<file path="src/hdl/rppr_pkg.sv">
// Shared types and constants for the rotary position pair rotator.
`default_nettype none

package rppr_pkg;

  // Default table geometry
  localparam int unsigned MAX_POSITIONS_DEF = 512;
  localparam int unsigned MAX_PAIRS_DEF     = 64;

  // Entries in the queue between front and back
  localparam int unsigned QUEUE_DEPTH = 4;

  // Reset value of the pairs-in-use register
  localparam logic [6:0] PAIRS_RESET = 7'd64;

  // Request function codes
  localparam logic FUNC_WRITE  = 1'b0;
  localparam logic FUNC_ROTATE = 1'b1;

  // Input request
  typedef struct packed {
    logic               func;
    logic [8:0]         position;
    logic [5:0]         pair_index;
    logic signed [15:0] first_value;
    logic signed [15:0] second_value;
  } rppr_in_t;

  // Result
  typedef struct packed {
    logic signed [15:0] rotated_first;
    logic signed [15:0] rotated_second;
    logic               saturated;
    logic               index_error;
  } rppr_out_t;

  // Classified operation carried from front to back (address travels beside it)
  typedef struct packed {
    logic               func;
    logic               bad;
    logic signed [15:0] x0;
    logic signed [15:0] x1;
  } rppr_op_t;

  // Queue status seen by the back end
  typedef struct packed {
    logic empty;
    logic full;
  } rppr_qstat_t;

endpackage

`default_nettype wire

</file>
<file path="src/hdl/rppr_front.sv">
// Front end: config register, request intake, index check and table address.
`default_nettype none

module rppr_front
  import rppr_pkg::*;
#(
  parameter int unsigned MAX_POSITIONS = MAX_POSITIONS_DEF,
  parameter int unsigned MAX_PAIRS     = MAX_PAIRS_DEF,
  localparam int unsigned Depth = MAX_POSITIONS * MAX_PAIRS,
  localparam int unsigned AddrW = (Depth > 1) ? $clog2(Depth) : 1
) (
  input  wire logic             clk_i,
  input  wire logic             rst_ni,
  input  wire logic             cfg_we_i,
  input  wire logic [6:0]       cfg_wdata_i,
  input  wire logic             in_valid_i,
  output logic                  in_ready_o,
  input  wire rppr_in_t         in_req_i,
  input  wire rppr_qstat_t      qstat_i,
  output logic                  push_o,
  output rppr_op_t              push_op_o,
  output logic      [AddrW-1:0] push_addr_o
);

  // Reciprocal for position modulo: exact for 9-bit positions when modulus < 512
  localparam int unsigned RecipShift = 18;
  localparam int unsigned Recip =
    (MAX_POSITIONS >= 512) ? 0 : ((1 << RecipShift) / MAX_POSITIONS + 1);
  localparam logic [27:0] RecipC = 28'(Recip);

  logic [6:0]  pairs_q;
  logic        valid_q;
  rppr_in_t    req_q;
  logic [8:0]  quot_q;
  logic        bad_q;

  logic        accept;
  logic        pair_bad;
  logic [27:0] quot_prod;
  logic [31:0] addr_full;

  // Configuration register
  always_ff @(posedge clk_i or negedge rst_ni) begin
    if (!rst_ni) begin
      pairs_q <= PAIRS_RESET;
    end else if (cfg_we_i) begin
      pairs_q <= cfg_wdata_i;
    end
  end

  // Index check against min(pairs in use, table pairs)
  assign pair_bad = (7'(in_req_i.pair_index) >= pairs_q)
                 || (32'(in_req_i.pair_index) >= 32'(MAX_PAIRS));

  // Quotient of position by the table row count
  assign quot_prod = 28'(in_req_i.position) * RecipC;

  assign in_ready_o = !valid_q || !qstat_i.full;
  assign accept     = in_valid_i && in_ready_o;
  assign push_o     = valid_q && !qstat_i.full;

  // Intake register
  always_ff @(posedge clk_i or negedge rst_ni) begin
    if (!rst_ni) begin
      valid_q <= 1'b0;
    end else if (accept) begin
      valid_q <= 1'b1;
    end else if (push_o) begin
      valid_q <= 1'b0;
    end
  end

  always_ff @(posedge clk_i) begin
    if (accept) begin
      req_q  <= in_req_i;
      quot_q <= quot_prod[RecipShift+8:RecipShift];
      bad_q  <= pair_bad;
    end
  end

  // Row after wrap times row span, plus pair
  assign addr_full = 32'(req_q.position) * 32'(MAX_PAIRS)
                   - 32'(quot_q) * 32'(Depth)
                   + 32'(req_q.pair_index);

  assign push_addr_o    = addr_full[AddrW-1:0];
  assign push_op_o.func = req_q.func;
  assign push_op_o.bad  = bad_q;
  assign push_op_o.x0   = req_q.first_value;
  assign push_op_o.x1   = req_q.second_value;

endmodule

`default_nettype wire

</file>
<file path="config.mk">
export PLATFORM = sky130hd
export DESIGN_NAME = rppr_front
export DESIGN_NICKNAME = d
export VERILOG_FILES = /design/src/hdl/rppr_pkg.sv /design/src/hdl/rppr_front.sv
export SDC_FILE = /design/constraint.sdc
export NUM_CORES = 1
export LEC_CHECK = 0
export BUFFER_PORTS_ARGS = -buffer_cell sky130_fd_sc_hd__buf_2
export CAP_MARGIN = 20
export CORE_ASPECT_RATIO = 1.4
export CORE_MARGIN = 2
export CORE_UTILIZATION = 41
export CTS_CLUSTER_SIZE = 14
export DETAILED_ROUTE_END_ITERATION = 8
export MAX_ROUTING_LAYER = met4
export PLACE_DENSITY = 0.84
export SETUP_SLACK_MARGIN = 0.5
export SYNTH_ARGS = -nofsm -noshare
export SYNTH_HDL_FRONTEND = slang
export SYNTH_SLANG_ARGS = --single-unit
</file>
<file path="constraint.sdc">
create_clock -name clk_i -period 2.4 [get_ports clk_i]
set_input_delay 0.24 -clock clk_i [delete_from_list [all_inputs] [get_ports clk_i]]
set_output_delay 0.24 -clock clk_i [all_outputs]
set_load 0.05 [all_outputs]
</file>
# Word level (Yosys, flattened, before mapping)
# Cells that the tools add are included.
# W data, S select, Z words.
[word_totals]
ff_bits = 57
out_inout_bits = 51
input_bits = 61
[classes]
n_reduce_logical = 6
order_cmp = 1
addsub = 1
n_mux = 2
[op_table]
columns = ["operator", "count"]
rows = [
  ["$add A15 B6 Y15", 1],
  ["$ge A6 B7 Y1", 1],
  ["$logic_and A1 B1 Y1", 2],
  ["$logic_not A1 Y1", 2],
  ["$mux W1", 2],
  ["$reduce_bool A2 Y1", 1],
  ["$logic_or A1 B1 Y1", 1],
]

# Depth between registers and ports, before layout
[logic_depth]
depth_word = 4
ltp_mapped = 5
mapped_depth_nobuf = 5

# Worst setup path before layout
# Ideal clock, no wire load.
[synth_path]
path_type = "register to register"
startpoint = "register valid_q"
endpoint = "register bad_q, enable pin"
setup_time_ns = 0.411
arrival_ns = 1.994
path_buffers = 0
path_slack_ns = -0.006
path_stages_with_launch = 3
cell_sequence = "dfrtp_1 nand2_1 and2_1"
[synth_between]
elab_chain_cells = 3
[synth_rtl]
columns = ["element", "line", "source"]
rows = [
  ["start: declaration", "rppr_front.sv:32", "logic valid_q;"],
  ["start signal: assignment", "rppr_front.sv:65", "valid_q <= 1'b0;"],
  ["start signal: assignment", "rppr_front.sv:67", "valid_q <= 1'b1;"],
  ["start signal: assignment", "rppr_front.sv:69", "valid_q <= 1'b0;"],
  ["$logic_not A1 Y1", "rppr_front.sv:58", "assign in_ready_o = !valid_q || !qstat_i.full;"],
  ["$logic_or A1 B1 Y1", "rppr_front.sv:58", ""],
  ["named net in_ready_o", "rppr_front.sv:17", "output logic in_ready_o,"],
  ["$logic_and A1 B1 Y1", "rppr_front.sv:59", "assign accept = in_valid_i && in_ready_o;"],
  ["named net accept", "rppr_front.sv:37", "logic accept;"],
  ["end signal: assignment", "rppr_front.sv:77", "bad_q <= pair_bad;"],
  ["end: declaration", "rppr_front.sv:35", "logic bad_q;"],
]
# The timed path passes the listed nets, and every way through them passes these cells.
# A chain may end at the register's enable or synchronous reset.

# Worst setup path after layout
[layout_path]
startpoint = "register valid_q"
endpoint = "register req_q (netlist bit push_op_o[3]), enable pin"
[layout_between]
elab_chain_cells = 3
[layout_rtl]
columns = ["element", "line", "source"]
rows = [
  ["$logic_not A1 Y1", "rppr_front.sv:58", ""],
  ["$logic_or A1 B1 Y1", "rppr_front.sv:58", ""],
  ["$logic_and A1 B1 Y1", "rppr_front.sv:59", ""],
  ["named net accept", "rppr_front.sv:37", ""],
  ["end signal: assignment", "rppr_front.sv:75", "req_q <= in_req_i;"],
  ["end: declaration", "rppr_front.sv:33", "rppr_in_t req_q;"],
]
# The timed path passes the listed nets, and every way through them passes these cells.

==> flow_metrics.py <==
metrics = {
    "global_routing": {
        "grt_max_degree": 30,
        "grt_pass1_wl_um": 5885,
        "grt_antenna_before_repair": 1,
        "gr-usage-all-layers_pct": 17.02,
        "grt_pass1_vias": 1325,
        "grt_overflow": 0,
    },
    "sta": {
        "setup_viol": 0,
        "skew_ns": 0.005692,
        "slew_violations": 0,
        "period_share_pct": 63.91,
        "max_slew.worst_pin.slew_ns": 0.5165,
        "hold_viol_final": 0,
        "relSlewSlack_pct": 65.57,
        "clock.fmax_mhz": 652.0,
        "finalSetupTns_ns": 0,
        "fin_crit_ns": 1.534,
        "rsz0062_at_grt": "false",
    },
    "cts": {
        "clk_path_buf_depth": 2,
        "numCtsBuffers": 9,
        "cts_setup_buffers": 0,
        "clkLatencyLatePin_ns": 0.33,
        "root_buffer": "clkbuf_8",
        "cts_tree": "yes",
        "cts.repair.resized": 0,
        "ctsHoldBuffers": 1,
        "cts_max_level": 3,
        "path_clk_slew_ns": 0.06,
        "cts.sinks": 57,
    },
    "setup_path": {
        "timing.rr.end": "push_op_o[3]",
        "r2r_start": "valid_q",
        "worst_path_max_delay_cell": "and2_2",
        "regToRegSetupSlack_ns": 0.87,
        "crit_path_end_kind": "register",
        "critical_path_class": "reg -> reg",
        "critical-path-max-stage-delay_ns": 0.49,
        "start_kind": "register",
        "r2r_cells": 3,
        "path_cells": "nand2_1 -> and2_2 -> buf_12",
        "arrival_ns": 1.56,
        "cp.required_ns": 2.42,
        "crit_fanout": 29,
    },
    "pwr": {
        "p_leak_nw": 1.241,
        "switchingPower_mw": 0.6018,
        "vdd_drop_max_v": 0.0005834,
        "clockPowerShare_pct": 35.5,
        "internal_power_mw": 1.725,
        "power_density_mw_per_mm2": 842.5,
        "power_frac_comb_pct": 14.4,
        "seq_power_share_pct": 50.0,
        "netSwitchingFraction_pct": 25.87,
    },
    "final_layout": {
        "drive_gt1_share_pct": 59.09,
        "fin_cells": 283,
        "synthToLayoutAreaGrowth_pct": 43.68,
        "fillers": 357,
        "layout.nets": 282,
    },
    "logic_synthesis": {
        "ys_warn_count": 0,
        "synth_cells": 94,
        "syn_area_per_cell_um2": 20.45,
        "synth-seq-cells": 57,
        "synthDistinctLibCells": 17,
        "syn_area_mm2": 0.001922,
        "yosysSeqAreaShare_pct": 87.04,
        "synth.net_count": 161,
    },
    "worst_hold_path": {
        "min_path_cells": 1,
        "hold_path_startpoint": "in_req_i[1]",
        "hold_path_class": "in -> reg",
        "min_to": "push_op_o[1]",
    },
    "detailed_routing": {
        "wl_um": 3956,
        "wl_per_cell_um": 13.98,
        "route.detailed.drc": 0,
        "first_pass_iters": 4,
        "vias": 1235,
        "vias_per_cell": 4.364,
        "ant_nets": 0,
        "drtIter0Drc": 17,
    },
    "floorplanning": {
        "row_count": 29,
        "top_level_ports": 112,
        "initial_utilization_pct": 42.37,
        "die_w_um": 61.87,
        "die-area_mm2": 0.005259,
        "core_mm2": 0.004536,
        "die_h_um": 85.01,
    },
    "placement": {
        "placedCellCount": 265,
        "dpl.hpwl_um": 3059,
        "numPortBuffers": 110,
        "place_congestion": 0.6515,
    },
    "job": {
        "drv_cap": 0,
    },
    "outcome": {
        "status": "finished clean",
    },
}
through the flow:
step                util, %  area [um^2]  total power, mW  setup WS (ns)  hold WS (ns)
CTS                   60.83         2759            2.356         0.8417       0.06509
global placement      56.36         2556            1.511         0.8949       0.09066
detailed placement    56.36         2556            1.522         0.8528       0.08995
finish                60.88         2761            2.327         0.8663       0.08452
floorplan                 -         1923            1.410         0.5011      -0.05559
global route          60.88         2761            2.419         0.7577       0.06396
cells in the mapped netlist (all sizes together):
cell type | number | area [um^2]
nand2 | 6 | 22.52
mux2 | 2 | 22.52
inv | 6 | 22.52
o21ai | 5 | 25.02
dfstp | 1 | 26.28
nor2b | 1 | 6.260
buf | 2 | 15.01
a21o | 2 | 15.01
dfrtp | 7 | 175.2
a21oi | 1 | 5.000
nand4b | 1 | 8.760
and2 | 1 | 6.260
edfxtp | 49 | 1471
o22ai | 1 | 6.260
a31oi | 1 | 6.260
nand2b | 2 | 12.51
ha | 6 | 75.07
critical path: cells and delay by family (launching register included):
| family | cells | cell delay (ns) |
|---|---|---|
| flip-flops | 1 | 0.38 |
| AND/OR/NAND/NOR | 2 | 0.59 |
| buffers and inverters | 1 | 0.26 |
state kept, by name, indices dropped and copies added (netlist names):
signal / flops
req_q: 15
bad_q: 1
pairs_q: 7
valid_q: 1
push_op_o: 33
cells in the final DEF (no fill, tap or decap), drive strengths merged, types with 2 or more instances in the layout:
| master | Yosys | routed |
|---|---|---|
| clkinv | 0 | 2 |
| ha | 6 | 6 |
| buf | 2 | 111 |
| clkbuf | 0 | 14 |
| mux2 | 2 | 2 |
| nand2 | 6 | 6 |
| edfxtp | 49 | 49 |
| a21o | 2 | 2 |
| o21ai | 5 | 5 |
| nand2b | 2 | 2 |
| inv | 6 | 6 |
| dfrtp | 7 | 7 |
worst max-delay path by stage:
stage | from | end | slack, ns
after global placement | valid_q | req_q[43] | 0.89
after detailed placement | valid_q | push_op_o[20] | 0.85
final | valid_q | push_op_o[3] | 0.87
after global routing | valid_q | push_op_o[22] | 0.76
after floorplan | valid_q | bad_q | 0.50
after CTS | valid_q | push_op_o[3] | 0.84
routing by layer:
metal	global-route usage, %	routed length (um)	part of all wire [%]
met3	5.335	288	7.3
met2	27.94	2269	57
met4	11.03	97	2.5
met1	16.34	1301	33
met5	-	0	0
cells by family after synthesis:
| logic type | after synthesis | share of synthesized area, % |
|---|---|---|
| multiplexers | 2 | 1.172 |
| adder cells (fa/ha/maj) | 6 | 3.906 |
| buffers and inverters | 8 | 1.953 |
| AND/OR/NAND/NOR | 11 | 2.930 |
| flip-flops | 57 | 87.04 |
| AO/OA/AOI/OAI | 10 | 2.995 |
area by class of cell:
type | count | area, um^2 | share of cell area [%]
tap | 62 | 77.57 | 2.809
timing repair buffer | 112 | 580.6 | 21.02
clock inverter | 2 | 10.01 | 0.3625
antenna | 1 | 2.502 | 0.09062
clock buffer | 14 | 182.7 | 6.615
multi-input combinational | 29 | 212.7 | 7.703
sequential | 57 | 1673 | 60.58
inverter | 6 | 22.52 | 0.8156
power groups by stage:
| stage | Sequential (mW) | Clock, mW | Combinational [mW] |
|---|---|---|---|
| 2_1_floorplan | 1.34 | 0 | 0.0697 |
| 3_3_place_gp | 1.18 | 0 | 0.330 |
| 3_5_place_dp | 1.19 | 0 | 0.337 |
| 4_1_cts | 1.17 | 0.851 | 0.340 |
| 5_1_grt | 1.17 | 0.891 | 0.358 |
| 6_report | 1.16 | 0.826 | 0.336 |
(Power assumes the default switching activity.)
