$ cat config.mk
export PLATFORM = sky130hd
export DESIGN_NAME = rppr_queue
export DESIGN_NICKNAME = d
export VERILOG_FILES = /design/src/hdl/rppr_pkg.sv /design/src/hdl/rppr_queue.sv
export SDC_FILE = /design/constraint.sdc
export NUM_CORES = 1
export LEC_CHECK = 0
export ABC_CLOCK_PERIOD_IN_PS = 3200
export BUFFER_PORTS_ARGS = -buffer_cell sky130_fd_sc_hd__buf_4
export CAP_MARGIN = 20
export CORE_MARGIN = 4
export CORE_UTILIZATION = 50
export CTS_CLUSTER_DIAMETER = 80
export DETAILED_ROUTE_END_ITERATION = 12
export PLACE_DENSITY = 0.71
export SYNTH_ARGS = -nofsm -noshare
export SYNTH_HDL_FRONTEND = slang
export SYNTH_SLANG_ARGS = --single-unit
$ cat constraint.sdc
create_clock -name clk_i -period 3.2 [get_ports clk_i]
set_input_delay 0.48 -clock clk_i [delete_from_list [all_inputs] [get_ports clk_i]]
set_output_delay 0.48 -clock clk_i [all_outputs]
set_load 0.01 [all_outputs]
$ cat src/hdl/rppr_pkg.sv
// Shared types and constants for the rotary position pair rotator.
`default_nettype none

package rppr_pkg;

  // Default table geometry
  localparam int unsigned MAX_POSITIONS_DEF = 512;
  localparam int unsigned MAX_PAIRS_DEF     = 64;

  // Entries in the queue between front and back
  localparam int unsigned QUEUE_DEPTH = 4;

  // Reset value of the pairs-in-use register
  localparam logic [6:0] PAIRS_RESET = 7'd64;

  // Request function codes
  localparam logic FUNC_WRITE  = 1'b0;
  localparam logic FUNC_ROTATE = 1'b1;

  // Input request
  typedef struct packed {
    logic               func;
    logic [8:0]         position;
    logic [5:0]         pair_index;
    logic signed [15:0] first_value;
    logic signed [15:0] second_value;
  } rppr_in_t;

  // Result
  typedef struct packed {
    logic signed [15:0] rotated_first;
    logic signed [15:0] rotated_second;
    logic               saturated;
    logic               index_error;
  } rppr_out_t;

  // Classified operation carried from front to back (address travels beside it)
  typedef struct packed {
    logic               func;
    logic               bad;
    logic signed [15:0] x0;
    logic signed [15:0] x1;
  } rppr_op_t;

  // Queue status seen by the back end
  typedef struct packed {
    logic empty;
    logic full;
  } rppr_qstat_t;

endpackage

`default_nettype wire

$ cat src/hdl/rppr_queue.sv
// Small flop-based queue between the front and back ends.
`default_nettype none

module rppr_queue
  import rppr_pkg::*;
#(
  parameter int unsigned WIDTH = 32,
  parameter int unsigned DEPTH = QUEUE_DEPTH,
  localparam int unsigned PtrW = (DEPTH > 1) ? $clog2(DEPTH) : 1,
  localparam int unsigned CntW = $clog2(DEPTH + 1)
) (
  input  wire logic             clk_i,
  input  wire logic             rst_ni,
  input  wire logic             push_i,
  input  wire logic [WIDTH-1:0] push_data_i,
  input  wire logic             pop_i,
  output logic      [WIDTH-1:0] pop_data_o,
  output rppr_qstat_t           stat_o
);

  logic [WIDTH-1:0] mem_q [DEPTH];
  logic [PtrW-1:0]  wr_q, rd_q;
  logic [CntW-1:0]  cnt_q;

  function automatic logic [PtrW-1:0] next_ptr(input logic [PtrW-1:0] p);
    if (32'(p) == DEPTH - 1) begin
      return '0;
    end
    return p + 1'b1;
  endfunction

  assign stat_o.empty = (cnt_q == '0);
  assign stat_o.full  = (cnt_q == CntW'(DEPTH));
  assign pop_data_o   = mem_q[rd_q];

  // Pointers and fill count
  always_ff @(posedge clk_i or negedge rst_ni) begin
    if (!rst_ni) begin
      wr_q  <= '0;
      rd_q  <= '0;
      cnt_q <= '0;
    end else begin
      if (push_i) begin
        wr_q <= next_ptr(wr_q);
      end
      if (pop_i) begin
        rd_q <= next_ptr(rd_q);
      end
      if (push_i && !pop_i) begin
        cnt_q <= cnt_q + 1'b1;
      end else if (pop_i && !push_i) begin
        cnt_q <= cnt_q - 1'b1;
      end
    end
  end

  // Storage
  always_ff @(posedge clk_i) begin
    if (push_i) begin
      mem_q[wr_q] <= push_data_i;
    end
  end

endmodule

`default_nettype wire

Word level (Yosys, flattened, before mapping):

Memories as Yosys holds them, arrays and structs flattened.
Cells that the tools add are included.

* register bits after elaboration: 7
* RAM bits: 128
* output and inout bits: 34
* memories kept: 1

Memory list
* mem_q: words 4, bits a word 32, read ports 1, clocked after memory_dff 0, write ports 1, RTL line rppr_queue.sv:21 `logic [WIDTH-1:0] mem_q [DEPTH];`

* add/subtract/negate cells: 4
* equal/unequal tests: 3
* mux-type cells: 12
* reduce and logical (&&, ||, !) cells: 6

Operator list (number)
* 2-to-1 mux 2 bit: 4
* 2-to-1 mux 1 bit: 6
* 2-to-1 mux 3 bit: 2
* adder 2 x 1 -> 2 bit, second input constant: 2
* equality test 2 bit, second input constant: 2
* adder 3 x 1 -> 3 bit, second input constant: 1
* equality test 3 bit, second input constant: 1
* logical NOT 3 bit: 1
* subtractor 3 x 1 -> 3 bit, second input constant: 1
* logical AND 1 bit: 2
* logical NOT 1 bit: 2
* nonzero test 2 bit: 1

Logic depth before layout (Yosys ltp):

Gate-level depths: netlist (run 1).

* depth after elaboration: 4
* gate-level depth with buffers: 7
* depth with buffers taken out: 7

Worst setup path after synthesis (run 1):

No wires, ideal clock.

* kind: reg-to-reg
* start point: reg wr_q[0]
* end point: mem mem_q[0][0] (enable)
* setup time: 0.392 ns
* arrival: 1.413 ns
* required time: 2.808 ns
* setup slack: 1.395 ns
* cell stages (with the launch flop): 4
* clock period less this slack: 1.805 ns
* cells stage by stage: dfrtp_1 inv_1 ha_1 and2_1

RTL lines
* from (decl): RTL line rppr_queue.sv:22 `logic [PtrW-1:0] wr_q, rd_q;`
* from (signal assigned): RTL line rppr_queue.sv:44 `wr_q <= next_ptr(wr_q);`
* to (decl): RTL line rppr_queue.sv:21

Straight into the memory's write port.

Worst setup path in the final report (run 1):

* start point: reg rd_q[0]
* end point: out pop_data_o[28]

* cells in the longest elaborated chain, start to end: 1

RTL lines
* from (decl): RTL line rppr_queue.sv:22
* from (signal assigned): RTL line rppr_queue.sv:47 `rd_q <= next_ptr(rd_q);`
* memory (4 x 32 bit)
* to (decl): RTL line rppr_queue.sv:17 `output logic [WIDTH-1:0] pop_data_o,`

Every way passes these cells.

==> results of run 1 <==
power by group:
part	internal [uW]	switching, uW	total (uW)	leakage (uW)
logic	831	635	1470	0.000687
clock network	1260	686	1940	0.000296
registers	2280	243	2520	0.00126
total	4370	1560	5930	0.00224
what timing repair did:
action / in CTS / in global routing
hold buffers: 1 / 0
endpoints found under the hold margin: 7 / 0
endpoints found under the setup margin: 0 / 0
state kept, by name, indices dropped and copies added (netlist names):
| signal | cells |
|---|---|
| wr_q | 2 |
| cnt_q | 3 |
| rd_q | 2 |
| mem_q | 128 |
final cells by class:
type | count | area share (%)
Clock buffer | 18 | 6.62
Tap cell | 133 | 2.64
Multi-Input combinational cell | 58 | 15.3
Timing Repair Buffer | 72 | 8.61
Clock inverter | 14 | 2.90
Sequential cell | 135 | 63.7
Inverter | 4 | 0.238
stage by stage:
step | instances | instance area, sq um | worst slack, ns | hold WS, ns
3_3_place_gp | 401 | 5700 | 0.904 | 0.303
3_5_place_dp | 401 | 5700 | 0.893 | 0.303
5_1_grt | 434 | 6310 | 0.217 | 0.142
2_1_floorplan | 205 | 5080 | 1.39 | 0.184
4_1_cts | 434 | 6310 | 0.315 | 0.143
6_report | 434 | 6310 | 0.384 | 0.165
metal layers:
metal	GRT usage (%)	vias up
li1	-	1027
met3	5.03	14
met5	0	-
met2	26.3	62
met1	20.3	1192
met4	6.22	0
worst max path at each step:
stage / start / end / slack [ns] / depth (start not counted)
floorplan: wr_q[0] / mem_q[0][0] / 1.39 / 3
global placement: rd_q[0] / pop_data_o[21] / 0.90 / 3
detailed placement: rd_q[0] / pop_data_o[22] / 0.89 / 3
CTS: rd_q[0] / pop_data_o[28] / 0.31 / 3
global route: rd_q[0] / pop_data_o[28] / 0.22 / 3
finish: rd_q[0] / pop_data_o[28] / 0.38 / 3
cell families after synthesis:
logic type | share of synthesized area, %
xor gates and xnor gates | 0.517
DFF | 79.1
and+or+nand+nor | 1.11
AOI/OAI and AO/OA | 0.197
adders and majority gates | 1.87
muxes | 15.1
buffers and inverters | 2.07
layout by cell type (no fill, tap or decap):
| master | netlist | routed |
|---|---|---|
| clkbuf_1 | 1 | 1 |
| and2_2 | 0 | 4 |
| mux2_2 | 3 | 3 |
| fa_1 | 1 | 1 |
| nor2_1 | 3 | 3 |
| o21ai_0 | 2 | 2 |
| nor3_1 | 1 | 1 |
| clkinv_4 | 0 | 3 |
| clkinv_2 | 0 | 5 |
| clkbuf_8 | 0 | 1 |
| clkinvlp_4 | 0 | 1 |
| clkinv_1 | 0 | 1 |
| mux4_2 | 28 | 28 |
| ha_1 | 6 | 6 |
| nor3b_1 | 1 | 1 |
| nand2_1 | 2 | 2 |
| xor2_1 | 2 | 2 |
| edfxtp_1 | 128 | 128 |
| clkbuf_16 | 0 | 16 |
| mux4_1 | 4 | 4 |
| bufinv_16 | 0 | 4 |
| dlygate4sd3_1 | 0 | 1 |
| xnor2_1 | 1 | 1 |
| inv_1 | 4 | 4 |
| dfrtp_2 | 0 | 2 |
| buf_4 | 0 | 71 |
| dfrtp_1 | 7 | 5 |
==> impl_metrics.env, run 1 <==
export IMPL_status="finished, final reports clean"
export IMPL_regToRegEndpoint="mem_q[0][21]"
export IMPL_numPortBuffers=69
export IMPL_dp_hpwl_mm=5.04
export IMPL_critical_path_buf_inv_count=2
export IMPL_routed_wl_mm=8.66
export IMPL_nets=331
export IMPL_antenna_found_initial=0
export IMPL_grt_ovfl_total=0
export IMPL_synthDistinctLibCells=20
export IMPL_cts_tree="done"
export IMPL_yosys_area_top_type="edfxtp_1"
export IMPL_area_growth_syn_to_layout_pct=24.2
export IMPL_whs_endpoint="mem_q[3][31]"
export IMPL_wl_per_cell_microns=19.9
export IMPL_drv_cap=0
export IMPL_cpMaxStageDelayCell="dfrtp_2"
export IMPL_die_area_sq_um=11800
export IMPL_cts_setup_buffers=0
export IMPL_slowest_delay_ns=0.77
export IMPL_grt_pass1_vias=2458
export IMPL_worstHoldStart="push_data_i[31]"
export IMPL_track_usage_pct=16.1
export IMPL_r2r_cells=3
export IMPL_syn_area_per_cell_sq_um=24.8
export IMPL_p_leak_uw=0.00224
export IMPL_multi_input_area_sq_um=962
export IMPL_seqCellArea_sq_um=4020
export IMPL_synth_edff_count=128
export IMPL_path_class="flip-flop to output port"
export IMPL_finalHoldViolCount=0
export IMPL_yosysSeqAreaShare_pct=79.1
export IMPL_grt_pass1_wl_mm=13.5
export IMPL_num_rows=36
export IMPL_netlist_area_leader_share_pct=75.6
export IMPL_routed_via_density=5.29
export IMPL_required_ns=2.72
export IMPL_period_share_pct=88.0
export IMPL_drc=0
export IMPL_io_pins=70
export IMPL_synth_nets=248
export IMPL_cp_common_cell="buf_4"
export IMPL_htreeDepth=4
export IMPL_yosys_register_bits=135
export IMPL_yosys_warnings=0
export IMPL_tightestPinTransition_ns=0.891
export IMPL_r2r_start="wr_q[0]"
export IMPL_netlist_area_sq_um=5080
export IMPL_num_antenna_cells=0
export IMPL_fillers=663
export IMPL_cts_root_buf="clkbuf_8"
export IMPL_synth_area_leaders="edfxtp_1, mux4_2, dfrtp_1, mux4_1, ha_1"
export IMPL_synthTopCellsByCount="edfxtp_1, mux4_2, dfrtp_1"
export IMPL_powerDensity_nw_per_um2=940
export IMPL_end_kind="output port"
export IMPL_syn_inst=205
export IMPL_grt_setup_unrepaired="false"
export IMPL_drtAntennaViolNets=0
export IMPL_top_layer_used="met4"
export IMPL_finalPower_uw=5930
export IMPL_relSlewSlack_pct=40.6
export IMPL_fin_util_pct=64.2
export IMPL_wl_met1_mm=3.62
export IMPL_fin_crit_ns=2.82
export IMPL_cts_max_path_buffers=2
export IMPL_cts_repair_resized=0
export IMPL_synth_async_reset_ratio_pct=5.19
export IMPL_core_area_sq_um=9820
export IMPL_die_h_microns=109
export IMPL_worstHoldPathType="input port to flip-flop"
export IMPL_cts_buffers=17
export IMPL_crit_family="flip-flops"
export IMPL_wl_met3_microns=451
export IMPL_drive_above_1_share_pct=45.8
export IMPL_clk_pin_slew_ns=0.06
export IMPL_finClkSkew_ns=0.00928
export IMPL_finalSetupViolCount=0
export IMPL_arrival_ns=2.34
export IMPL_wl_met2_mm=4.47
export IMPL_clock_sinks=135
export IMPL_firstDrtPassIters=4
export IMPL_irDropWorstVdd_mv=0.427
export IMPL_regToRegSetupSlack_ns=1.41
export IMPL_initial_core_util_pct=51.7
export IMPL_tns_ns=0
export IMPL_crit_path_start_kind="flip-flop"
export IMPL_vias=2295
export IMPL_die_x_microns=109
export IMPL_crit_chain="buf_4 -> mux4_2 -> buf_4"
export IMPL_gp_congestion=0.663
export IMPL_insertion_delay_ns=0.51
export IMPL_dr_first_iter_drc_count=136
export IMPL_timing_fmax_ghz=0.355
export IMPL_post_synth_top_count_cell="edfxtp_1"
export IMPL_slew_violations=0
export IMPL_ys_flop_type="edfxtp_1"
export IMPL_cp_max_fo=21
export IMPL_holdPathStages=1
export IMPL_grt_max_degree=35
(Power assumes the default switching activity.)
==> inputs of run 2 (changes only) <==
- RECOVER_POWER: not set -> 50
==> run 2 against run 1 <==
Effect of this change:
- the flow now finishes with violations (capacitance limit, slew limit)
- final cell count did not move
- non-clock buffer count unchanged
- global-route usage stayed put
- worst setup slack better by 0.0040 ns
- utilization shrank 1.3 points
- sequential share of layout area rose by 1.3 points
- critical path type unchanged
- largest cell class unchanged
- highest routed layer unchanged
==> impl_metrics.env, run 2 (synthesis results as in run 1) <==
export IMPL_track_usage_pct=16.1
export IMPL_fin_crit_ns=2.81
export IMPL_p_leak_uw=0.00212
export IMPL_end_kind="output port"
export IMPL_finalHoldViolCount=0
export IMPL_wl_met2_mm=4.47
export IMPL_placedCellCount=401
export IMPL_cts_buffers=17
export IMPL_cp_max_fo=21
export IMPL_vias=2277
export IMPL_nets=331
export IMPL_die_h_microns=109
export IMPL_p_seq_share_pct=42.7
export IMPL_largest_reg_flops=128
export IMPL_clock_power_share_pct=32.9
export IMPL_mostFrequentLayoutCells="edfxtp_1, buf_4, clkbuf_1"
export IMPL_wl_met1_mm=3.62
export IMPL_arrival_ns=2.33
export IMPL_clock_sinks=135
export IMPL_p_int_uw=4350
export IMPL_max_flop_register="mem_q"
export IMPL_cts_repair_resized=0
export IMPL_io_pins=70
export IMPL_dr_first_iter_drc_count=150
export IMPL_crit_chain="buf_4 -> mux4_2 -> buf_4"
export IMPL_r2r_cells=2
export IMPL_num_antenna_cells=0
export IMPL_num_rows=36
export IMPL_cts_max_path_buffers=2
export IMPL_tns_ns=0
export IMPL_regToRegEndpoint="mem_q[3][14]"
export IMPL_antenna_found_initial=0
export IMPL_holdPathStages=2
export IMPL_whs_endpoint="wr_q[1]"
export IMPL_worstHoldPathType="input port to flip-flop"
export IMPL_drc=0
export IMPL_swShare_pct=26.4
export IMPL_initial_core_util_pct=51.7
export IMPL_switchingPower_uw=1560
export IMPL_routed_via_density=5.25
export IMPL_wl_met3_microns=399
export IMPL_die_area_sq_um=11800
export IMPL_worstHoldStart="push_i"
export IMPL_clk_pin_slew_ns=0.06
export IMPL_gp_congestion=0.663
export IMPL_period_share_pct=87.9
export IMPL_cpMaxStageDelayCell="dfrtp_2"
export IMPL_die_x_microns=109
export IMPL_numPortBuffers=69
export IMPL_p_comb_share_pct=24.5
export IMPL_drv_cap=1
export IMPL_status="finished with violations"
export IMPL_path_class="flip-flop to output port"
export IMPL_powerDensity_nw_per_um2=957
export IMPL_grt_ovfl_total=0
export IMPL_r2r_start="wr_q[0]"
export IMPL_grt_setup_unrepaired="false"
export IMPL_drive_above_1_share_pct=34.6
export IMPL_cp_common_cell="buf_4"
export IMPL_layout_commonest_cell="edfxtp_1"
export IMPL_finClkSkew_ns=0.00762
export IMPL_slew_violations=33
export IMPL_insertion_delay_ns=0.51
export IMPL_top_layer_used="met4"
export IMPL_slowest_delay_ns=0.77
export IMPL_htreeDepth=4
export IMPL_regToRegSetupSlack_ns=0.98
export IMPL_irDropWorstVdd_mv=0.429
export IMPL_cts_tree="done"
export IMPL_crit_path_start_kind="flip-flop"
export IMPL_violations="capacitance limit, slew limit"
export IMPL_crit_family="flip-flops"
export IMPL_drtAntennaViolNets=0
export IMPL_required_ns=2.72
export IMPL_routed_wl_mm=8.63
export IMPL_timing_fmax_ghz=0.356
export IMPL_grt_pass1_vias=2458
export IMPL_grt_pass1_wl_mm=13.5
export IMPL_final_cells=434
export IMPL_wl_per_cell_microns=19.9
export IMPL_area_growth_syn_to_layout_pct=21.7
export IMPL_finalSetupViolCount=0
export IMPL_firstDrtPassIters=4
export IMPL_dp_hpwl_mm=5.04
export IMPL_fillers=691
export IMPL_core_area_sq_um=9820
export IMPL_top_regs="mem_q (128), cnt_q (3)"
export IMPL_cts_root_buf="clkbuf_8"
export IMPL_seqCellArea_sq_um=4020
export IMPL_critical_path_buf_inv_count=2
export IMPL_grt_max_degree=35
export IMPL_relSlewSlack_pct=-10.0
export IMPL_tightestPinTransition_ns=1.65
export IMPL_multi_input_area_sq_um=961
[run 2: metal layers]
| metal | global-route usage (%) | vias up |
|---|---|---|
| met5 | 0 | - |
| met4 | 6.22 | 0 |
| met3 | 5.03 | 15 |
| met2 | 26.3 | 58 |
| met1 | 20.3 | 1177 |
| li1 | - | 1027 |
[run 2: final cells by class]
type                            instances  share of cell area, %
Clock buffer                           18                   6.76
Clock inverter                         14                   2.95
Inverter                                4                  0.243
Multi-Input combinational cell         58                   15.5
Sequential cell                       135                   65.0
Tap cell                              133                   2.69
Timing Repair Buffer                   72                   6.78
[run 2: power by group through the flow]
stage,clock network (uW),logic [uW],registers (uW)
after floorplan,0,1080,2380
after global placement,0,1480,2550
after detailed placement,0,1490,2570
after CTS,1970,1500,2540
after global routing,2050,1580,2570
final,1940,1450,2520
[run 2: worst max-delay path by stage]
| stage | startpoint | end | slack [ns] | cells after the start |
|---|---|---|---|---|
| floorplan | wr_q[0] | mem_q[0][0] | 1.39 | 3 |
| global placement | rd_q[0] | pop_data_o[21] | 0.90 | 3 |
| detailed placement | rd_q[0] | pop_data_o[22] | 0.89 | 3 |
| CTS | rd_q[0] | pop_data_o[28] | 0.31 | 3 |
| global route | rd_q[0] | pop_data_o[28] | 0.22 | 3 |
| finish | rd_q[0] | pop_data_o[28] | 0.39 | 3 |
[run 2: per-stage QoR]
step                      utilization [%]  power, uW  cell area, sq um  worst slack (ns)  hold slack [ns]
after floorplan                         -       3460              5080              1.39            0.184
after global placement               58.0       4030              5700             0.904            0.303
after detailed placement             58.0       4060              5700             0.893            0.303
after CTS                            64.2       6010              6310             0.315            0.143
after global routing                 63.0       6210              6180             0.217            0.217
final                                63.0       5910              6180             0.388            0.210
[run 2: repair_timing]
item	in CTS	in global routing
setup endpoints to repair	0	0
setup buffers	0	0
hold buffers	1	0
endpoints found under the hold margin	7	0
